<file path="src/rtl/vfr_rot_cell.sv">
// One plane rotation cell: product stage, then sum-and-round stage.
`default_nettype none

module vfr_rot_cell #(
  parameter int unsigned IN_W           = 16,
  parameter int unsigned CW             = 16,
  parameter int unsigned COEF_FRAC_BITS = 14,
  localparam int unsigned PW            = IN_W + CW,
  localparam int unsigned OUT_W         = PW + 1 - COEF_FRAC_BITS
) (
  input  logic                    clk_i,
  input  logic                    rst_ni,
  input  logic                    valid_i,
  output logic                    ready_o,
  input  logic signed [IN_W-1:0]  a_i,
  input  logic signed [IN_W-1:0]  b_i,
  input  logic signed [IN_W-1:0]  carry_i,
  input  logic signed [CW-1:0]    cos_i,
  input  logic signed [CW-1:0]    sin_i,
  output logic                    valid_o,
  input  logic                    ready_i,
  output logic signed [OUT_W-1:0] x_o,
  output logic signed [OUT_W-1:0] y_o,
  output logic signed [IN_W-1:0]  carry_o
);

  localparam logic [PW:0] RND = (PW + 1)'(1) << (COEF_FRAC_BITS - 1);

  logic                   v0_q, v1_q;
  logic                   en0, en1;
  logic signed [PW-1:0]   p_ac_q, p_bs_q, p_bc_q, p_as_q;
  logic signed [PW-1:0]   p_ac_d, p_bs_d, p_bc_d, p_as_d;
  logic signed [IN_W-1:0] c0_q, c1_q;
  logic [PW:0]            sum_x, sum_y;
  logic [PW:0]            rnd_x, rnd_y;
  logic signed [OUT_W-1:0] x_q, y_q;

  assign en1     = !v1_q || ready_i;
  assign en0     = !v0_q || en1;
  assign ready_o = en0;

  assign p_ac_d = a_i * cos_i;
  assign p_bs_d = b_i * sin_i;
  assign p_bc_d = b_i * cos_i;
  assign p_as_d = a_i * sin_i;

  // x = a*c + b*s, y = b*c - a*s, sums kept one bit wider than a product
  assign sum_x = {p_ac_q[PW-1], p_ac_q} + {p_bs_q[PW-1], p_bs_q};
  assign sum_y = {p_bc_q[PW-1], p_bc_q} - {p_as_q[PW-1], p_as_q};
  assign rnd_x = sum_x + RND;
  assign rnd_y = sum_y + RND;

  always_ff @(posedge clk_i or negedge rst_ni) begin
    if (!rst_ni) begin
      v0_q <= 1'b0;
      v1_q <= 1'b0;
    end else begin
      if (en0) v0_q <= valid_i;
      if (en1) v1_q <= v0_q;
    end
  end

  always_ff @(posedge clk_i) begin
    if (en0 && valid_i) begin
      p_ac_q <= p_ac_d;
      p_bs_q <= p_bs_d;
      p_bc_q <= p_bc_d;
      p_as_q <= p_as_d;
      c0_q   <= carry_i;
    end
    if (en1 && v0_q) begin
      x_q  <= $signed(rnd_x[PW:COEF_FRAC_BITS]);
      y_q  <= $signed(rnd_y[PW:COEF_FRAC_BITS]);
      c1_q <= c0_q;
    end
  end

  assign valid_o = v1_q;
  assign x_o     = x_q;
  assign y_o     = y_q;
  assign carry_o = c1_q;

endmodule

`default_nettype wire

</file>
<file path="config.mk">
export PLATFORM = sky130hd
export DESIGN_NAME = vfr_rot_cell
export DESIGN_NICKNAME = d
export VERILOG_FILES = /design/src/rtl/vfr_rot_cell.sv
export SDC_FILE = /design/constraint.sdc
export NUM_CORES = 2
export LEC_CHECK = 0
export BUFFER_PORTS_ARGS = -buffer_cell sky130_fd_sc_hd__buf_2
export CORE_UTILIZATION = 61
export DETAILED_ROUTE_END_ITERATION = 8
export PLACE_DENSITY = 0.83
export SYNTH_ARGS = -nofsm -noshare
export SYNTH_HDL_FRONTEND = slang
export SYNTH_SLANG_ARGS = --single-unit
</file>
<file path="constraint.sdc">
create_clock -name clk_i -period 5.8 [get_ports clk_i]
set_input_delay 0.58 -clock clk_i [delete_from_list [all_inputs] [get_ports clk_i]]
set_output_delay 0.58 -clock clk_i [all_outputs]
set_load 0.05 [all_outputs]
</file>
==> flow_summary.json <==
{
  "status": "finished, violations left",
  "violations": "setup timing",
  "antenna_found_initial": 7,
  "finalNetCount": 7124,
  "end_kind": "register",
  "fmax_ghz": 0.165,
  "synth-edff-count": 198,
  "seq_area_sq_um": 6000,
  "synth_top_area_share": 0.437,
  "startpoint_type": "input pin",
  "synth_adder_area_share": 0.554,
  "yosysSeqAreaShare": 0.125,
  "worstPathRequired_ps": 6080,
  "muxShareOfSynthArea": 0.000208,
  "setup_violations": 20,
  "synth-compound-area-share": 0.0514,
  "crit_family": "adder cells",
  "hpwl_mm": 99.0,
  "fillers": 4630,
  "cts_max_path_buffers": 2,
  "min_path_type": "in -> reg",
  "drive_gt1_frac": 0.214,
  "synth-simple-area-share": 0.131,
  "synth_area_sq_um": 48000,
  "yosysTopAreaCell": "fa_1",
  "drtIter0Drc": 3299,
  "synth_nets": 6475,
  "grt_pass1_wl_mm": 200,
  "worstMarginPinSlew_ps": 1030,
  "fp.dieW_um": 283,
  "cp.depth": 23,
  "cts_max_level": 4,
  "hold_viol": 0,
  "setup_slack_ps": -269,
  "arrival_ps": 6350,
  "drc": 0,
  "io_buffers": 139,
  "clk_pin_slew_ps": 100,
  "finalMaxSlewViolations": 0,
  "crit_path_frequent_cell": "fa_1",
  "die-height_um": 283,
  "synthXorXnorAreaFrac": 0.0310,
  "synth_area_leaders": "fa_1, edfxtp_1, ha_1, inv_1, and2_1",
  "drt-pass1-iter-count": 7,
  "viasPerCell": 5.69,
  "grt-ovfl-total": 0,
  "ioPinCount": 140,
  "core_sq_um": 77700,
  "vias": 37591,
  "fin_cells": 6601,
  "grtUsageTotal": 0.326,
  "rsz0062_at_grt": "yes",
  "drtAntennaViolNets": 0,
  "first_global_vias": 39635,
  "synth_most_common_cell": "inv_1",
  "cp.buffers_inverters": 7,
  "postSynthAreaPerCell_sq_um": 9.82,
  "grt_max_degree": 145,
  "grt.busiest_layer": "met2",
  "wl_per_cell_um": 20.4,
  "grt_util_met1": 0.425,
  "num_rows": 102,
  "crit_chain": "buf_6 -> buf_12 -> buf_6 -> nand2_4 -> inv_2 -> fa_2 -> fa_1 -> fa_1 -> fa_1 -> fa_1 -> inv_1 -> fa_1 -> inv_1 -> ha_1 -> nor3_1 -> nor2_1 -> o41ai_2 -> buf_4 -> o221ai_2 -> or4_4 -> a31o_4 -> a21oi_2 -> xnor2_1",
  "cts_buffers": 17,
  "tritoncts": "yes",
  "synth-async-reset-ratio": 0.0100,
  "post-route-util": 0.748,
  "clkLatencyLatePin_ps": 550,
  "place_inst": 6485,
  "multiInputGateArea_sq_um": 38500,
  "start_util": 0.618,
  "cts.sinks": 200,
  "synthFlopType": "edfxtp_1",
  "rr_worst_depth": 11,
  "post-route-period-util": 1.05,
  "wl_mm": 135,
  "holdPathStages": 1,
  "ys_types": 67,
  "areaGrowthSynthToFinish_pct": 21.0,
  "ys_ff_latch": 200,
  "critPathMaxFanout": 7,
  "finClkSkew_ps": 47.7,
  "synth_commonest_cells": "inv_1, fa_1, nand2_1",
  "synth_cells": 4893,
  "crit_slowest_cell": "fa_2",
  "drv_cap": 0,
  "met2_usage": 0.526,
  "clockRootBuffer": "clkbuf_16",
  "yosys_warnings": 0,
  "path_class": "in -> reg",
  "grt_use_met3": 0.0666,
  "dieArea_sq_um": 79900,
  "gp_congestion": 0.936,
  "slowest_delay_ps": 720,
  "relSlewSlack": 0.315,
  "synth_top_family_by_area": "adder cells",
  "fin_crit_ps": 6070
}
-- layout make-up --
class                      instances  share of cell area
timing repair buffer             822               0.124
clock inverter                    15             0.00398
clock buffer                      17             0.00732
sequential                       200               0.103
antenna                            6            0.000258
tap                             1040              0.0224
multi-input combinational       3315               0.662
inverter                        1186              0.0766
-- worst register-to-register path: stages (launching register included) --
cell and delay [ps]:
edfxtp_1 390, ha_1 320, ha_1 300, a21o_1 170, a211o_1 290, o211ai_1 380
a31oi_1 190, o21ai_1 500, o21ai_1 240, or2_2 370, a221oi_1 390, xnor2_1 120
-- routing by layer --
| metal | vias up | share of wire |
|---|---|---|
| li1 | 15949 | - |
| met5 | - | 0.000082 |
| met3 | 572 | 0.10 |
| met4 | 2 | 0.062 |
| met2 | 2119 | 0.47 |
| met1 | 18949 | 0.36 |
-- layout by cell type, fill, tap and decap left out, types with 39 or more instances in the layout --
master    instances
nor2_1          115
inv_1          1147
fa_2             47
edfxtp_1        198
and2_1          467
fa_1           1001
ha_4             39
buf_6            63
a21o_1           48
buf_12           64
buf_2            84
ha_1            406
xnor2_1         132
nand2_1         488
buf_4           589
a21oi_1          76
-- state kept, by name, summed over array words and instances, names as in the netlist --
| signal | count |
|---|---|
| v0_q | 1 |
| valid_o | 1 |
| carry_o | 16 |
| y_o | 19 |
| c0_q | 16 |
| p_as_q | 32 |
| p_bs_q | 32 |
| p_ac_q | 32 |
| x_o | 19 |
| p_bc_q | 32 |
-- through the flow --
step                hold slack [ps]  TNS [ps]  worst slack, ps  area, sq um
global placement                367    -38150             -912        54900
detailed placement              368    -45580            -1070        54900
finish                          225     -2430             -269        58100
CTS                             194      -720             -183        56700
global route                    206     -8400             -536        58100
floorplan                       284     -1330             -311        48900
-- kinds of logic after synthesis --
group / after synthesis
fa+ha+maj: 1498
buf+inv: 1378
simple gates: 1271
compound gates: 375
flops: 200
xor+xnor: 170
mux: 1
-- timing repair --
action                                 in CTS  in global routing
endpoints found under the hold margin       2                  0
setup endpoints to repair                  48                 47
pin swaps                                  92                190
buffers inserted                           32                 45
hold buffers                                1                  0
resized for setup                         204                269
cloned                                      1                  6
-- worst paths after layout --
check                              end  slack, ps        from
max                         p_bs_q[31]       -270    sin_i[2]
min                            c0_q[1]        230  carry_i[1]
max reg2reg                    x_o[13]       1900   p_ac_q[6]
min reg2reg                carry_o[12]        430    c0_q[12]
max in group asynchronous      valid_o       5350      rst_ni
min in group asynchronous         v0_q        360      rst_ni
Power is not shown: default switching activity piles up to over one toggle a cycle in this logic, so the estimate is an artifact.
