<file path="src/rtl/vfr_pkg.sv">
// Shared constants and register codes for the velocity frame rotation block.
`default_nettype none

package vfr_pkg;

  localparam int unsigned DEF_SAMPLE_WIDTH   = 16;
  localparam int unsigned DEF_COEF_FRAC_BITS = 14;
  localparam int unsigned COEF_WIDTH         = 16;
  localparam int unsigned CFG_IDX_WIDTH      = 3;

  typedef enum logic [CFG_IDX_WIDTH-1:0] {
    REG_HEADING_COS = 3'd0,
    REG_HEADING_SIN = 3'd1,
    REG_PITCH_COS   = 3'd2,
    REG_PITCH_SIN   = 3'd3,
    REG_ROLL_COS    = 3'd4,
    REG_ROLL_SIN    = 3'd5
  } vfr_reg_e;

endpackage

`default_nettype wire

</file>
<file path="src/rtl/vfr_result_if.sv">
// Output channel carrying one rotated, saturated velocity sample per request.
`default_nettype none

interface vfr_result_if #(
  parameter int unsigned SAMPLE_WIDTH = vfr_pkg::DEF_SAMPLE_WIDTH
);
  logic                           valid;
  logic                           ready;
  logic signed [SAMPLE_WIDTH-1:0] u_out;
  logic signed [SAMPLE_WIDTH-1:0] v_out;
  logic signed [SAMPLE_WIDTH-1:0] w_out;
  logic                           clipped;

  modport source (output valid, output u_out, output v_out, output w_out, output clipped,
                  input ready);
  modport sink   (input valid, input u_out, input v_out, input w_out, input clipped,
                  output ready);
endinterface

`default_nettype wire

</file>
<file path="src/rtl/vfr_sat_stage.sv">
// Output register: saturates the three components and flags clipping.
`default_nettype none

module vfr_sat_stage #(
  parameter int unsigned IN_W         = 25,
  parameter int unsigned SAMPLE_WIDTH = 16
) (
  input  logic                   clk_i,
  input  logic                   rst_ni,
  input  logic                   valid_i,
  output logic                   ready_o,
  input  logic signed [IN_W-1:0] u_i,
  input  logic signed [IN_W-1:0] v_i,
  input  logic signed [IN_W-1:0] w_i,
  vfr_result_if.source           result_o
);

  localparam logic [SAMPLE_WIDTH-1:0] S_MAX = {1'b0, {(SAMPLE_WIDTH-1){1'b1}}};
  localparam logic [SAMPLE_WIDTH-1:0] S_MIN = {1'b1, {(SAMPLE_WIDTH-1){1'b0}}};

  logic                   vld_q;
  logic                   load;
  logic                   ovf_u, ovf_v, ovf_w;
  logic [SAMPLE_WIDTH-1:0] u_d, v_d, w_d;
  logic [SAMPLE_WIDTH-1:0] u_q, v_q, w_q;
  logic                   clip_q;

  // out of range when the sample's sign bit and the bits above it disagree
  function automatic logic ovf(input logic [IN_W-1:0] x);
    logic [IN_W-SAMPLE_WIDTH:0] top;
    top = x[IN_W-1:SAMPLE_WIDTH-1];
    return !((&top) || !(|top));
  endfunction

  function automatic logic [SAMPLE_WIDTH-1:0] clamp(input logic [IN_W-1:0] x, input logic o);
    logic [SAMPLE_WIDTH-1:0] r;
    if (o) r = x[IN_W-1] ? S_MIN : S_MAX;
    else   r = x[SAMPLE_WIDTH-1:0];
    return r;
  endfunction

  assign ovf_u = ovf(u_i);
  assign ovf_v = ovf(v_i);
  assign ovf_w = ovf(w_i);
  assign u_d   = clamp(u_i, ovf_u);
  assign v_d   = clamp(v_i, ovf_v);
  assign w_d   = clamp(w_i, ovf_w);

  assign ready_o = !vld_q || result_o.ready;
  assign load    = ready_o && valid_i;

  always_ff @(posedge clk_i or negedge rst_ni) begin
    if (!rst_ni) begin
      vld_q <= 1'b0;
    end else if (ready_o) begin
      vld_q <= valid_i;
    end
  end

  always_ff @(posedge clk_i) begin
    if (load) begin
      u_q    <= u_d;
      v_q    <= v_d;
      w_q    <= w_d;
      clip_q <= ovf_u || ovf_v || ovf_w;
    end
  end

  assign result_o.valid   = vld_q;
  assign result_o.u_out   = $signed(u_q);
  assign result_o.v_out   = $signed(v_q);
  assign result_o.w_out   = $signed(w_q);
  assign result_o.clipped = clip_q;

endmodule

`default_nettype wire

</file>
<file path="src/flat_wrapper.sv">
// flat-port wrapper written by rule: the top's interface ports become plain ports
module vfr_sat_stage_flat 
#(
  parameter int unsigned IN_W         = 25,
  parameter int unsigned SAMPLE_WIDTH = 16
)
  (clk_i, rst_ni, valid_i, ready_o, u_i, v_i, w_i, result_o_valid, result_o_u_out, result_o_v_out, result_o_w_out, result_o_clipped, result_o_ready);
  vfr_result_if #(.SAMPLE_WIDTH(SAMPLE_WIDTH)) result_o_i ();
  input  logic clk_i;
  input  logic rst_ni;
  input  logic valid_i;
  output logic ready_o;
  input  logic signed [IN_W-1:0] u_i;
  input  logic signed [IN_W-1:0] v_i;
  input  logic signed [IN_W-1:0] w_i;
  output wire logic [$bits(result_o_i.valid)-1:0] result_o_valid;
  output wire logic [$bits(result_o_i.u_out)-1:0] result_o_u_out;
  output wire logic [$bits(result_o_i.v_out)-1:0] result_o_v_out;
  output wire logic [$bits(result_o_i.w_out)-1:0] result_o_w_out;
  output wire logic [$bits(result_o_i.clipped)-1:0] result_o_clipped;
  input wire logic [$bits(result_o_i.ready)-1:0] result_o_ready;
  assign result_o_valid = result_o_i.valid;
  assign result_o_u_out = result_o_i.u_out;
  assign result_o_v_out = result_o_i.v_out;
  assign result_o_w_out = result_o_i.w_out;
  assign result_o_clipped = result_o_i.clipped;
  assign result_o_i.ready = result_o_ready;
  vfr_sat_stage #(.IN_W(IN_W), .SAMPLE_WIDTH(SAMPLE_WIDTH)) u_core (.clk_i(clk_i), .rst_ni(rst_ni), .valid_i(valid_i), .ready_o(ready_o), .u_i(u_i), .v_i(v_i), .w_i(w_i), .result_o(result_o_i));
endmodule
</file>
<file path="config.mk">
export PLATFORM = sky130hd
export DESIGN_NAME = vfr_sat_stage_flat
export DESIGN_NICKNAME = d
export VERILOG_FILES = /design/src/rtl/vfr_pkg.sv /design/src/rtl/vfr_result_if.sv /design/src/rtl/vfr_sat_stage.sv /design/src/flat_wrapper.sv
export SDC_FILE = /design/constraint.sdc
export NUM_CORES = 1
export LEC_CHECK = 0
export BUFFER_PORTS_ARGS = -buffer_cell sky130_fd_sc_hd__buf_2
export CORE_MARGIN = 5
export CORE_UTILIZATION = 47
export DETAILED_ROUTE_END_ITERATION = 8
export GPL_TIMING_DRIVEN = 1
export PLACE_DENSITY = 0.94
export SYNTH_ARGS = -nofsm -noshare
export SYNTH_HDL_FRONTEND = slang
export SYNTH_SLANG_ARGS = --single-unit
</file>
<file path="constraint.sdc">
create_clock -name clk_i -period 4.9 [get_ports clk_i]
set_clock_uncertainty 0.05 [all_clocks]
set_input_delay 0.735 -clock clk_i [delete_from_list [all_inputs] [get_ports clk_i]]
set_output_delay 0.735 -clock clk_i [all_outputs]
set_load 0.05 [all_outputs]
</file>
==> results_dict.tcl <==
set metrics [dict create \
    crit_buf_inv 2 \
    drc 0 \
    critPathRequiredTime_ns 4.12 \
    drt-initial-drc-count 90 \
    synth_seq_area_share_pct 67.1 \
    crit_path_start_kind "primary input" \
    ys_ff_latch 50 \
    fillCellCount 358 \
    rsz0062_at_grt "no" \
    cts.sinks 50 \
    synth_top_area_cell "edfxtp_1" \
    drt-pass1-iter-count 4 \
    fin_crit_ns 1.98 \
    syn_nets 214 \
    diodes 0 \
    cts_tree "done" \
    start_util_pct 47.9 \
    p_sw_share_pct 28.0 \
    worstPathArrival_ns 1.20 \
    routed_wl_um 5120 \
    pin_count 130 \
    slew_viol_final 0 \
    drive_gt1_share_pct 62.0 \
    pwr-share-clk_pct 27.4 \
    critical_path.top_delay_family "buffers and inverters" \
    final_cells 317 \
    p_seq_share_pct 53.3 \
    synth.avg_cell_area_sq_um 16.5 \
    ir_worst_vdd_v 0.000107 \
    fin_nets 341 \
    ys.warnings.count 0 \
    fmax_ghz 0.504 \
    wl_met3_um 622 \
    antenna_found_initial 0 \
    power_density_nw_per_um2 318 \
    synth-main-ff-cell "edfxtp_1" \
    die_area_sq_um 6220 \
    grt_first_pass_wirelength_um 7710 \
    cp-end-kind "output port" \
    postSynth.asyncResetShare_pct 2.00 \
    finalWeightedCongestion 0.742 \
    clk_latency_ns 0.29 \
    synth_area_leaders "edfxtp_1, a21o_1, a21o_2" \
    power_mw 0.945 \
    finalHoldViolCount 0 \
    cts_inserted_buffers 5 \
    cts_resized 0 \
    combPwrFrac_pct 19.3 \
    dp.cells 309 \
    synth_cell_types 22 \
    io_buffers 129 \
    die_height_um 78.9 \
    root_buffer "clkbuf_8" \
    worstPathCellList "buf_2, nand2b_1, buf_2" \
    routed_via_density 5.21 \
    area_growth_pct 33.0 \
    regArea_sq_um 1500 \
    multiInputGateArea_sq_um 652 \
    track_usage_pct 16.1 \
    path_clk_slew_ns 0.08 \
    setup_violations 0 \
    routedWlPerCell_um 16.1 \
    outcome "finished clean" \
    drv_cap 0 \
    worst_slew_pin_slew_ns 1.10 \
    p_switching_mw 0.264 \
    syn_area_sq_um 2230 \
    synthCells 135 \
    slew_headroom_pct 27.0 \
    final.period_utilization_pct 40.5 \
    die_w_um 78.9 \
    cpPeakStageDelay_ns 0.22 \
    cp_max_fo 3 \
    grt_overflow 0 \
    maxUsedRoutingLayer "met4" \
    preCtsSetupSlack_ns 2.62 \
    num_rows 25 \
    holdCritPathClass "in -> async" \
    layout_setup_ws_ns 2.92 \
    grt_max_degree 50 \
    cpMostUsedCell "buf_2" \
    p_leak_nw 1.42 \
    wl_met1_um 1930 \
    cts-hold-fix-buffers 0 \
    routed-via-count 1652 \
    cpMaxStageDelayCell "buf_2" \
    met2WireLength_um 2520 \
    htree_levels 2 \
    worstSetupPathType "in -> out" \
    core_sq_um 4660 \
    p_int_mw 0.680 \
    synth_edf_count 49 \
    synth_top_area_share_pct 66.0 \
    hold_ws_ns 0.143 \
    ant_nets 0 \
    cts.path.max_buffers 2 \
    grt_pass1_vias 1609 \
    cts_setup_buffers 0 \
    tns_ns 0 \
]
-- cell type report --
class,instances,share of cell area (%)
multi-input cells,76,22.0
clock buffers,7,3.25
repair buffers,129,21.8
well taps,54,2.28
flip-flops and latches,50,50.4
clock inverters,1,0.295
-- path summary, 6_finish.rpt --
kind	startpoint	to	slack, ns	depth (start not counted)
max	result_o_ready	ready_o	2.92	3
min	rst_ni	u_core.result_o.valid$_DFFE_PN0N_	0.14	1
max reg2reg	u_core.result_o.valid$_DFFE_PN0N_	u_core.result_o.v_out[4]$_DFFE_PP_	3.09	2
min reg2reg	u_core.result_o.valid$_DFFE_PN0N_	u_core.result_o.valid$_DFFE_PN0N_	0.48	2
max in group asynchronous	rst_ni	u_core.result_o.valid$_DFFE_PN0N_	4.57	1
min in group clk_i	u_core.result_o.valid$_DFFE_PN0N_	u_core.result_o.valid$_DFFE_PN0N_	0.48	2
-- routing by layer --
metal | GRT usage [%] | vias up
li1 | - | 782
met1 | 18.8 | 759
met2 | 28.6 | 107
met3 | 5.67 | 4
met4 | 3.61 | 0
met5 | 0 | -
-- cells by family after synthesis --
| logic type | after synthesis | synth area share, % |
|---|---|---|
| flops | 50 | 67.1 |
| simple gates | 27 | 10.5 |
| compound gates | 49 | 18.7 |
| buf+inv | 9 | 3.76 |
-- sequential cells by signal (all words and copies together), names as in the netlist --
name                     cells
u_core.result_o.w_out       16
u_core.result_o.clipped      1
u_core.result_o.v_out       16
u_core.result_o.valid        1
u_core.result_o.u_out       16
-- through the flow --
step / cell area, sq um / util [%]
finish: 2970 / 63.7
global route: 2970 / 63.7
CTS: 2970 / 63.7
detailed placement: 2860 / 61.4
global placement: 2860 / 61.4
floorplan: 2230 / -
-- synth_stat cells, drive strengths merged, types with 2 or more instances --
| master | n |
|---|---|
| nand2 | 3 |
| dlygate4sd3 | 2 |
| nor2b | 2 |
| nand4 | 6 |
| buf | 6 |
| nor4 | 6 |
| o31ai | 2 |
| nor2 | 3 |
| edfxtp | 49 |
| nand2b | 2 |
| a21o | 45 |
| nand3 | 3 |
-- power groups by stage --
stage	clock network [mW]	logic (mW)	registers, mW
finish	0.259	0.182	0.503
global route	0.282	0.193	0.506
CTS	0.264	0.184	0.504
detailed placement	0	0.183	0.514
global placement	0	0.180	0.513
floorplan	0	0.0397	0.593
-- cell usage in the layout (no fill, tap or decap) --
| master | Yosys | final |
|---|---|---|
| nand3_1 | 1 | 1 |
| a31o_2 | 1 | 1 |
| nor4_2 | 4 | 4 |
| clkinv_4 | 0 | 1 |
| edfxtp_1 | 49 | 49 |
| nor2b_4 | 2 | 2 |
| a311oi_2 | 1 | 1 |
| a21o_1 | 35 | 35 |
| nor3_2 | 1 | 1 |
| nand2b_1 | 2 | 2 |
| nand3_2 | 2 | 2 |
| a21o_2 | 10 | 10 |
| buf_2 | 0 | 129 |
| nand2_1 | 3 | 3 |
| nor2_1 | 3 | 3 |
| nor4_4 | 2 | 2 |
| and2_2 | 0 | 1 |
| o31ai_4 | 2 | 2 |
| clkbuf_8 | 0 | 7 |
| nand4_1 | 6 | 6 |
| dfrtp_1 | 1 | 1 |
No activity file was read; power rests on OpenSTA's default activity.
